`src/sv/pinhole_camera_ray_generation_assert.svh`:
```
// Assertion helpers shared by the ray generator RTL.
`ifndef PINHOLE_CAMERA_RAY_GENERATION_ASSERT_SVH
`define PINHOLE_CAMERA_RAY_GENERATION_ASSERT_SVH

// Same-cycle implication, disabled during reset.
`define PCRG_ASSERT_IMP(lbl, clk, rst_n, ante, cons) \
	lbl: assert property (@(posedge clk) disable iff (!(rst_n)) (ante) |-> (cons)) \
		else $error("pcrg assertion failed");

// Next-cycle implication, disabled during reset.
`define PCRG_ASSERT_NEXT(lbl, clk, rst_n, ante, cons) \
	lbl: assert property (@(posedge clk) disable iff (!(rst_n)) (ante) |=> (cons)) \
		else $error("pcrg assertion failed");

`endif

```
`src/sv/pcrg_pkg.sv`:
```
package pcrg_pkg;

	// Configuration register file
	localparam int REG_W       = 48;
	localparam int CFG_INDEX_W = 3;

	localparam logic [CFG_INDEX_W-1:0] REG_CAMERA_ORIGIN   = 3'd0;
	localparam logic [CFG_INDEX_W-1:0] REG_SCREEN_CENTER   = 3'd1;
	localparam logic [CFG_INDEX_W-1:0] REG_SCREEN_U_VECTOR = 3'd2;
	localparam logic [CFG_INDEX_W-1:0] REG_SCREEN_V_VECTOR = 3'd3;

	// The largest normalized magnitude lies in [2^SCALE_MSB, 2^(SCALE_MSB+1))
	localparam int SCALE_MSB = 20;
	localparam int SCALED_W  = 21;
	localparam int SQ_W      = 42;
	localparam int LEN2_W    = 44;
	localparam int ROOT_W    = 22;
	localparam int NUM_W     = 37;
	localparam int DEN_W     = 23;
	localparam int QUOT_W    = 15;

	typedef struct packed {
		logic [15:0] screen_s;
		logic [15:0] screen_t;
	} request_t;

	typedef struct packed {
		logic signed [15:0] dir_x;
		logic signed [15:0] dir_y;
		logic signed [15:0] dir_z;
		logic signed [15:0] plane_x;
		logic signed [15:0] plane_y;
		logic signed [15:0] plane_z;
		logic               degenerate;
	} result_t;

	// Fields that travel beside the square root
	typedef struct packed {
		logic [2:0][SCALED_W-1:0] mag;
		logic [2:0]               neg;
		logic                     degenerate;
		logic [2:0][15:0]         plane;
	} side_t;

	// Fields that travel beside the dividers
	typedef struct packed {
		logic [2:0]       neg;
		logic             degenerate;
		logic [2:0][15:0] plane;
	} post_t;

endpackage

```
`src/sv/pcrg_sqrt.sv`:
```
// Pipelined integer square root, one result bit per stage.
module pcrg_sqrt (
	input  logic                        clk,
	input  logic [pcrg_pkg::LEN2_W-1:0] radicand,
	output logic [pcrg_pkg::ROOT_W-1:0] root
);

	localparam int N = pcrg_pkg::ROOT_W;
	localparam int W = pcrg_pkg::LEN2_W + 1;

	logic [W-1:0] rem_s [1:N-1];
	logic [W-1:0] res_s [1:N];

	for (genvar k = 0; k < N; k++) begin : g_stage
		localparam logic [W-1:0] BIT = W'(1) << (2 * (N - 1 - k));
		logic [W-1:0] rem_in, res_in, trial, rem_nx, res_nx;

		if (k == 0) begin : g_first
			assign rem_in = W'(radicand);
			assign res_in = '0;
		end else begin : g_next
			assign rem_in = rem_s[k];
			assign res_in = res_s[k];
		end

		// Try the next root bit against the remainder
		always_comb begin
			trial = res_in + BIT;
			if (rem_in >= trial) begin
				rem_nx = rem_in - trial;
				res_nx = (res_in >> 1) + BIT;
			end else begin
				rem_nx = rem_in;
				res_nx = res_in >> 1;
			end
		end

		always_ff @(posedge clk) begin
			res_s[k+1] <= res_nx;
		end

		if (k < N - 1) begin : g_rem
			always_ff @(posedge clk) begin
				rem_s[k+1] <= rem_nx;
			end
		end
	end

	assign root = res_s[N][N-1:0];

endmodule

```
`config.mk`:
```
export PLATFORM = sky130hd
export DESIGN_NAME = pcrg_sqrt
export DESIGN_NICKNAME = d
export VERILOG_FILES = /design/src/sv/pinhole_camera_ray_generation_assert.svh /design/src/sv/pcrg_pkg.sv /design/src/sv/pcrg_sqrt.sv
export SDC_FILE = /design/constraint.sdc
export NUM_CORES = 2
export LEC_CHECK = 0
export BUFFER_PORTS_ARGS = -buffer_cell sky130_fd_sc_hd__buf_2
export CAP_MARGIN = 25
export CORE_UTILIZATION = 60
export CTS_CLUSTER_DIAMETER = 100
export DETAILED_ROUTE_END_ITERATION = 8
export PLACE_DENSITY_LB_ADDON = 0.2
export SETUP_SLACK_MARGIN = 0.3
export SYNTH_ARGS = -nofsm -noshare
export SYNTH_HDL_FRONTEND = slang
export SYNTH_SLANG_ARGS = --single-unit
export TNS_END_PERCENT = 50
```
`constraint.sdc`:
```
create_clock -name clk -period 4.2 [get_ports clk]
set_clock_uncertainty 0.1 [all_clocks]
set_input_delay 0.84 -clock clk [delete_from_list [all_inputs] [get_ports clk]]
set_output_delay 0.84 -clock clk [all_outputs]
set_load 0.02 [all_outputs]
```
==> results.cfg <==
[yosys]
synth_compound_area_frac = 0.116
synth_area_leaders = dfxtp_1 (53%), ha_1 (7.5%), xnor2_1 (4.0%)
syn_nets = 4809
yosysWarnings = 0
ys_seq_area_frac = 0.533
synth_fa_ha_area_frac = 0.0754
synthSimpleGateAreaFrac = 0.155
yosys.area_share.xor_xnor = 0.0791
ys_seq_elements = 1198
synthArstFlopShare = 0
ys.flop_type = dfxtp_1
synthMuxAreaShare = 0.00704
yosysTopAreaCell = dfxtp_1
synth_top_family_by_area = simple AND/OR/NAND/NOR gates
syn_area_per_cell_sq_um = 10.0
synth_edf_count = 0
synth_cell_types = 83
synth_area_sq_um = 45000
syn_inst = 4493
yosysTopAreaCellShare = 0.533

[sta]
rsz0062_at_grt = no
max_slew.worst_pin.slew_ns = 1.11
min_period_over_period = 0.876
hold_viol = 0
fin_crit_ns = 3.68
fmax_mhz = 272
final-max-slew-violation-count = 0
setup_viol = 0
relSlewSlack = 0.257
fin_tns_setup_ns = 0

[placed_design]
port_buffers = 66
hpwl_mm = 74.5
post_dp_cell_area_sq_um = 46400
place_congestion = 0.946

[power_and_ir_drop]
max-vdd-ir-drop_v = 0.000507
fin_total_pwr_mw = 34.9
p_leak_nw = 23.2
p_per_area_nw_per_um2 = 690

[critical_path]
r2r_setup_slack_ns = 0.52
criticalPathCategory = flop to flop
crit_start = res_s[2][56]
reg2reg_from = res_s[2][56]
critPathCaptureType = flop
cp.arrival_ns = 4.11
startpoint_type = flop
rr_worst_depth = 10
cp_max_fo = 7
worstPathRequired_ns = 4.63
r2r_end = rem_s[9][39]

[detailed_routing]
wire_per_inst_microns = 17.5
ant_nets = 0
routed_wl_mm = 99.6
vias_per_cell = 5.59
drc = 0
drtIter0Drc = 1917
firstDrtPassIters = 5
vias = 31823

[clock_network]
clkTransAtPathRegs_ns = 0.06
cts_tree = yes
cts_root_buffer = clkbuf_16
clock_sinks = 1198
htree_levels = 3
cts_resized = 0
cts_buffer_depth = 3
post_cts_buffers = 0
hold_buffers = 0
clkLatencyLatePin_ns = 0.71
cts-buffers-inserted = 112

[final_layout]
fillers = 5753
fin_area_sq_um = 50600
nets = 4943
drive_above_1_share = 0.0728
final_cell_mix = dfxtp_1 (1198), nand2_1 (327), inv_1 (325)
final_common_cell = dfxtp_1
synthToLayoutAreaGrowth_pct = 12.5
antenna_cells = 0

[die]
ios = 67
die_y_microns = 276
die_w_microns = 276
num_rows = 100
die_area_sq_um = 76000
initial_core_util = 0.605
core_sq_um = 74300

[min_path]
hold_start = radicand[2]
whs_endpoint = rem_s[0][47]
whs_path_depth = 1
holdCritPathClass = input port to flop

[grt]
grt_pass1_wl_mm = 159
use_met3 = 0.0344
grt_util_met1 = 0.325
grtUsageTotal = 0.260
grt_max_degree = 38
grt_busiest_layer = met2
overflow = 0
grt_pass1_vias = 30937
grt_util_met2 = 0.460
antenna_found_initial = 0

[status]
run_status = finished clean

[job]
cap_violations = 0
[worst max-delay path, stage by stage (launching register included)]
cell	delay, ns
dfxtp_1	0.33
inv_1	0.05
ha_1	0.33
or4b_2	0.60
nor4_1	0.43
and4_1	0.33
a211oi_1	0.10
o2111a_1	0.16
or3_1	0.46
or4b_1	0.52
xnor2_1	0.13
[layer usage]
metal  wire length [microns]  part of all wire  up-vias
met2                   49000              0.49      703
met3                    4030             0.040      197
met1                   43800              0.44    14977
met5                       0                 0        -
li1                        -                 -    15946
met4                    2780             0.028        0
[area by class of cell]
cell class	count	area [sq um]	share of cell area
flip-flops and latches	1198	24000	0.474
multi-input cells	2894	19500	0.385
inverters	329	1230	0.0244
clock buffers	153	3210	0.0634
repair buffers	92	526	0.0104
clock inverters	59	946	0.0187
well taps	969	1210	0.0240
[sequential cells by signal, indices dropped and copies added (netlist names)]
register	cells
rem_s	945
res_s	253
[worst max-delay path by stage]
stage	slack [ns]	cells past startpoint	endpoint
after detailed placement	0.56	10	rem_s[8][89]
after CTS	0.53	10	rem_s[8][89]
after global placement	0.59	10	rem_s[8][89]
after global routing	0.34	10	rem_s[10][39]
after floorplan	1.08	11	rem_s[9][39]
final	0.52	10	rem_s[9][39]
[kinds of logic (layout without fill, tap and decap cells)]
kind of cell / count (synthesis) / in the layout
adder cells (fa/ha/maj): 271 / 271
buffers and inverters: 401 / 633
AND/OR/NAND/NOR: 1350 / 1350
multiplexers: 29 / 29
AO/OA/AOI/OAI: 837 / 837
other: 1 / 1
flip-flops: 1198 / 1198
XOR/XNOR: 406 / 406
[power by group]
| part | leakage, nW | switching (mW) | total [mW] | internal, mW |
|---|---|---|---|---|
| sequential | 10.0 | 2.25 | 16.2 | 13.9 |
| combinational | 11.1 | 4.26 | 7.76 | 3.50 |
| clock | 2.01 | 4.45 | 11.0 | 6.53 |
[cell usage after synthesis (5+ instances only)]
library cell / instances
nor2_1: 267
or3_1: 54
a211oi_1: 22
mux2i_1: 8
nor2b_1: 39
o2111ai_1: 5
a31oi_1: 29
dfxtp_1: 1198
o31a_1: 6
a21boi_0: 10
nand4b_1: 17
nand2_1: 327
nor3b_1: 9
a2111oi_0: 7
clkbuf_1: 59
and2_1: 19
nand3_1: 81
or4_1: 42
xnor2_1: 203
o211ai_1: 18
o31ai_1: 33
buf_2: 7
and3_1: 23
and4b_1: 5
o21ai_0: 238
nor4b_1: 17
nand4_1: 62
a21oi_1: 237
or2_2: 16
buf_1: 6
o21a_1: 49
o21bai_1: 18
nand3b_1: 19
nor3_1: 127
mux2_2: 21
a311o_1: 5
inv_1: 325
nand2b_1: 46
and4_1: 11
a21o_1: 88
a211o_1: 9
ha_1: 271
nor4_1: 154
a311oi_1: 5
xor2_1: 203
[through the flow]
step,hold WS [ns],std cells,util,setup WS (ns)
floorplan,0.222,4493,-,1.08
global route,0.105,5694,0.681,0.338
global placement,0.225,5482,0.625,0.589
CTS,0.0988,5694,0.681,0.530
finish,0.136,5694,0.681,0.519
detailed placement,0.229,5482,0.625,0.558
(Power assumes the default switching activity.)
