--- src/sv/pinhole_camera_ray_generation_assert.svh ---
// Assertion helpers shared by the ray generator RTL.
`ifndef PINHOLE_CAMERA_RAY_GENERATION_ASSERT_SVH
`define PINHOLE_CAMERA_RAY_GENERATION_ASSERT_SVH

// Same-cycle implication, disabled during reset.
`define PCRG_ASSERT_IMP(lbl, clk, rst_n, ante, cons) \
	lbl: assert property (@(posedge clk) disable iff (!(rst_n)) (ante) |-> (cons)) \
		else $error("pcrg assertion failed");

// Next-cycle implication, disabled during reset.
`define PCRG_ASSERT_NEXT(lbl, clk, rst_n, ante, cons) \
	lbl: assert property (@(posedge clk) disable iff (!(rst_n)) (ante) |=> (cons)) \
		else $error("pcrg assertion failed");

`endif

--- src/sv/pcrg_pkg.sv ---
package pcrg_pkg;

	// Configuration register file
	localparam int REG_W       = 48;
	localparam int CFG_INDEX_W = 3;

	localparam logic [CFG_INDEX_W-1:0] REG_CAMERA_ORIGIN   = 3'd0;
	localparam logic [CFG_INDEX_W-1:0] REG_SCREEN_CENTER   = 3'd1;
	localparam logic [CFG_INDEX_W-1:0] REG_SCREEN_U_VECTOR = 3'd2;
	localparam logic [CFG_INDEX_W-1:0] REG_SCREEN_V_VECTOR = 3'd3;

	// The largest normalized magnitude lies in [2^SCALE_MSB, 2^(SCALE_MSB+1))
	localparam int SCALE_MSB = 20;
	localparam int SCALED_W  = 21;
	localparam int SQ_W      = 42;
	localparam int LEN2_W    = 44;
	localparam int ROOT_W    = 22;
	localparam int NUM_W     = 37;
	localparam int DEN_W     = 23;
	localparam int QUOT_W    = 15;

	typedef struct packed {
		logic [15:0] screen_s;
		logic [15:0] screen_t;
	} request_t;

	typedef struct packed {
		logic signed [15:0] dir_x;
		logic signed [15:0] dir_y;
		logic signed [15:0] dir_z;
		logic signed [15:0] plane_x;
		logic signed [15:0] plane_y;
		logic signed [15:0] plane_z;
		logic               degenerate;
	} result_t;

	// Fields that travel beside the square root
	typedef struct packed {
		logic [2:0][SCALED_W-1:0] mag;
		logic [2:0]               neg;
		logic                     degenerate;
		logic [2:0][15:0]         plane;
	} side_t;

	// Fields that travel beside the dividers
	typedef struct packed {
		logic [2:0]       neg;
		logic             degenerate;
		logic [2:0][15:0] plane;
	} post_t;

endpackage

--- src/sv/pcrg_div.sv ---
// Pipelined restoring divider, one quotient bit per stage.
module pcrg_div (
	input  logic                        clk,
	input  logic [pcrg_pkg::NUM_W-1:0]  num,
	input  logic [pcrg_pkg::DEN_W-1:0]  den,
	output logic [pcrg_pkg::QUOT_W-1:0] quot
);

	localparam int Q  = pcrg_pkg::QUOT_W;
	localparam int RW = pcrg_pkg::NUM_W + 1;

	logic [RW-1:0]                 rem_s [1:Q-1];
	logic [pcrg_pkg::DEN_W-1:0]    den_s [1:Q-1];
	logic [Q-1:0]                  q_s   [1:Q];

	for (genvar j = 0; j < Q; j++) begin : g_stage
		localparam int K = Q - 1 - j;
		logic [RW-1:0]              rem_in, sub, rem_nx;
		logic [pcrg_pkg::DEN_W-1:0] den_in;
		logic [Q-1:0]               q_in, q_nx;

		if (j == 0) begin : g_first
			assign rem_in = RW'(num);
			assign den_in = den;
			assign q_in   = '0;
		end else begin : g_next
			assign rem_in = rem_s[j];
			assign den_in = den_s[j];
			assign q_in   = q_s[j];
		end

		// Subtract the shifted divisor when it fits
		always_comb begin
			sub = RW'(den_in) << K;
			if (rem_in >= sub) begin
				rem_nx = rem_in - sub;
				q_nx   = {q_in[Q-2:0], 1'b1};
			end else begin
				rem_nx = rem_in;
				q_nx   = {q_in[Q-2:0], 1'b0};
			end
		end

		always_ff @(posedge clk) begin
			q_s[j+1] <= q_nx;
		end

		if (j < Q - 1) begin : g_carry
			always_ff @(posedge clk) begin
				rem_s[j+1] <= rem_nx;
				den_s[j+1] <= den_in;
			end
		end
	end

	assign quot = q_s[Q];

endmodule
--- config.mk ---
export PLATFORM = sky130hd
export DESIGN_NAME = pcrg_div
export DESIGN_NICKNAME = d
export VERILOG_FILES = /design/src/sv/pinhole_camera_ray_generation_assert.svh /design/src/sv/pcrg_pkg.sv /design/src/sv/pcrg_div.sv
export SDC_FILE = /design/constraint.sdc
export NUM_CORES = 2
export LEC_CHECK = 0
export BUFFER_PORTS_ARGS = -buffer_cell sky130_fd_sc_hd__buf_4
export CELL_PAD_IN_SITES_DETAIL_PLACEMENT = 0
export CELL_PAD_IN_SITES_GLOBAL_PLACEMENT = 1
export CORE_MARGIN = 2
export CORE_UTILIZATION = 53
export DETAILED_ROUTE_END_ITERATION = 16
export MAX_ROUTING_LAYER = met4
export PLACE_DENSITY_LB_ADDON = 0.15
export SYNTH_ARGS = -nofsm -noshare
export SYNTH_HDL_FRONTEND = slang
export SYNTH_SLANG_ARGS = --single-unit
--- constraint.sdc ---
create_clock -name clk -period 10.8 [get_ports clk]
set_clock_uncertainty 0.15 [all_clocks]
set_input_delay 3.24 -clock clk [delete_from_list [all_inputs] [get_ports clk]]
set_output_delay 3.24 -clock clk [all_outputs]
set_load 0.03 [all_outputs]
==> impl_results.md <==
- Layout cells sized above 1: 0.0695
- Sequential standard cell area: 19500 um^2
- # setup viols final: 0
- Logic pwr share: 0.403
- Initial Utilization: 0.537
- Max-cap violations: 0
- Switching pwr: 5.74 mW
- Drt first pass iters: 5
- Slew @ Worst Pin: between 1000 and 1500 ps
- Synthesized area per cell: a little over 9 um^2
- Synth Cell Area: 43300 um^2
- Switching power share of the total: 0.376
- First-pass GRT wire length: 169 mm
- Setup CP Type: in -> reg
- Leakage: 21.5 nW
- Largest stage delay, worst path: 540 ps
- Detailed placer's ending HPWL: 83.6 mm
- Clock buffer count from CTS: 99
- Clock buffer depth: 3
- RSZ-0062 raised after global routing: no
- Post-route DRC: 0
- CTS tree: yes
- Startpoint types: input port
- Critical path origin: num[22]
- GPL Wtd Cong: 0.897
- CP max FO: 6
- Worst hold slack: 162 ps
- Worst path required time: 11180 ps
- Post-Synthesis Cells: 4731
- Synth top area cells: dfxtp_1, ha_1, o21ai_0, inv_1, nand2_1
- Die H: 290 um
- Buffers on Ports: 75
- R2R Setup Slk: 6240 ps
- Final Max Tran Viols: 0
- Synth warn: 0
- HP Class: reg -> reg
- Achievable frequency: 169 MHz
- Setup TNS after final layout: 0 ps
- R2R Path Start: den_s[13][1]
- Number of global-route vias before repair: between 30000 and 40000
- Clock Latency Late Sink: 660 ps
- CTS clock-pin slew for the worst setup and hold paths: around 60 ps
- Crit path capture: rem_s[1][33]
- Main synth FF type: dfxtp_1
- Hold-fix buffers, CTS: 0
- Initial antenna violation count: 1
- DR iter-0 viols: around 1800
- CTS H-tree lvls: 3
- CP endpoint kind: register
- Most common cell after layout, fill and taps aside: dfxtp_1
- Pwr Density: 314 nW/um^2
- Synth cell types: 96
- Aggregate global-route resource usage: 0.256
- Area Growth Syn to Fin: 12.2%
- Die ar.: 84000 um^2
- Number of flops mapped to enable cells by yosys: 0
- Final Hold Fails: 0
- Setup bufs post-CTS: 0
- Critical path arrival: 6310 ps
- Site row count: 104
- Area of the core: slightly above 80000 um^2
- Reg power frac: 0.353
- CTS sink count: 974
- DR vias/cell: 5.46
- Sequential area share after synthesis: 0.450
- Share of Yosys cell area claimed by the top area cell type: 0.450
- Worst Reg2Reg Path Length in Cells: 12
- I/O pin count: 76
- Final period demand of the worst path: 5920 ps
- Nets: 5239
- Post-synth top area cell: dfxtp_1
- VDD IR max: 189 uV
- Root buffer selected by CTS: clkbuf_16
- Seq cells post-synth: 974
- Via count: 32543
- DRT antenna net count: 0
- CP max-delay cell: o41ai_1
- R2r endpoint: rem_s[14][31]
- Clock Power Share: 0.244
- Cts repair resizes: 0
- Pin count of the biggest net entering global routing: 50
- Syn Nets: 5151
- Global route total overflow: 0
- FFs w/ async S/R, synth: 0
- WL per Instance: 17.7 um
- Die X: 290 um
- Drt total wl: 106 mm
- Worst path cell trace: buf_4, ha_1, a211o_1, or4_1, o21ai_0, o31ai_1, a31oi_1, nor2b_1, o41ai_1, xnor2_1, mux2_2
- Internal: around 9.5 mW
- Final critical-path share of the clock period: 0.548
- Fill cells: 7097
- Max transition margin: 0.244
- Status: finished clean
- Power, Total: 15.3 mW
- Multi-input logic area: 21700 um^2
- Ant. Diodes: 0
- Most frequent cells in the layout: dfxtp_1, inv_1, nand2_1, o21ai_0, ha_1
[power groups by stage]
| stage | clock (mW) | combinational [mW] | sequential [mW] |
|---|---|---|---|
| floorplan | 0 | 4.78 | 5.13 |
| global placement | 0 | 6.07 | 5.47 |
| detailed placement | 0 | 6.08 | 5.46 |
| CTS | 3.82 | 6.12 | 5.39 |
| global route | 3.97 | 6.90 | 5.48 |
| finish | 3.73 | 6.16 | 5.39 |
[worst min path at each step]
stage	start	cells after the start	slack [ps]	end
2_1_floorplan	q_s[0][90]	0	160	q_s[0][106]
3_3_place_gp	q_s[1][64]	0	160	q_s[1][80]
3_5_place_dp	q_s[1][31]	0	160	q_s[1][47]
4_1_cts	q_s[1][22]	0	160	q_s[1][38]
5_1_grt	q_s[1][22]	0	170	q_s[1][38]
6_report	q_s[1][22]	0	160	q_s[1][38]
[state kept, by name, summed over array words and instances, names as in the netlist]
register / cells
rem_s: 532
q_s: 120
den_s: 322
[worst max-delay path: cells and delay by family]
| kind | cells | cell delay [ps] |
|---|---|---|
| XOR/XNOR | 1 | 120 |
| AND/OR/NAND/NOR | 2 | 480 |
| AO/OA/AOI/OAI | 5 | 1690 |
| buffers and inverters | 1 | 120 |
| adder cells (fa/ha/maj) | 1 | 370 |
| multiplexers | 1 | 280 |
[synthesized netlist by cell type, drive strengths merged (6+ instances only)]
library cell  count
a41oi             6
nor4b            14
a311oi            7
nand2           430
a211o            19
a221oi            7
nand3b           13
o41ai            12
xor2            175
or2              14
clkbuf           77
or4              36
nand3            69
a31o              6
and3             29
dfxtp           974
a31oi            28
o21ai           405
a2111oi          12
and4              7
fa               14
ha              345
a21o            118
nor4             53
o21a             61
a21oi           292
xnor2           171
nand4b            9
mux2             22
o211ai           25
nand4            60
nor3             92
o31a             21
or3              32
buf              21
inv             467
a21boi           14
o2111ai           7
o21bai           40
a211oi           35
o31ai            40
nand2b           45
nor2b            50
and2             18
nor2            255
[layout make-up]
type                       instances  share of cell area
timing repair buffer              85              0.0131
multi-input combinational       3192               0.447
tap                             1060              0.0273
sequential                       974               0.401
clock inverter                    67              0.0200
clock buffer                     119              0.0553
inverter                         467              0.0361
[cells by family after synthesis]
group / synth area share
AOI/OAI and AO/OA: 0.176
xor gates and xnor gates: 0.0700
adders and majority gates: 0.106
buffers and inverters: 0.0498
DFF: 0.450
muxes: 0.00665
and+or+nand+nor: 0.141
[per-stage QoR]
stage / worst slack [ps] / area (um^2) / std cells / utilization
floorplan: 4790 / 43300 / 4731 / -
global placement: 4350 / 44900 / 5778 / 0.557
detailed placement: 4280 / 44900 / 5778 / 0.557
CTS: 4950 / 48600 / 5964 / 0.602
global route: 4790 / 48600 / 5964 / 0.602
finish: 4880 / 48600 / 5964 / 0.602
[layer usage]
layer	wire length, um	track usage	share of wire	vias to the layer above
met5	0	-	0	-
met4	2610	0.0752	0.025	0
met3	3560	0.0289	0.034	174
met2	52400	0.447	0.50	599
met1	47200	0.310	0.45	15086
li1	-	-	-	16684
No activity file was read; power rests on OpenSTA's default activity.
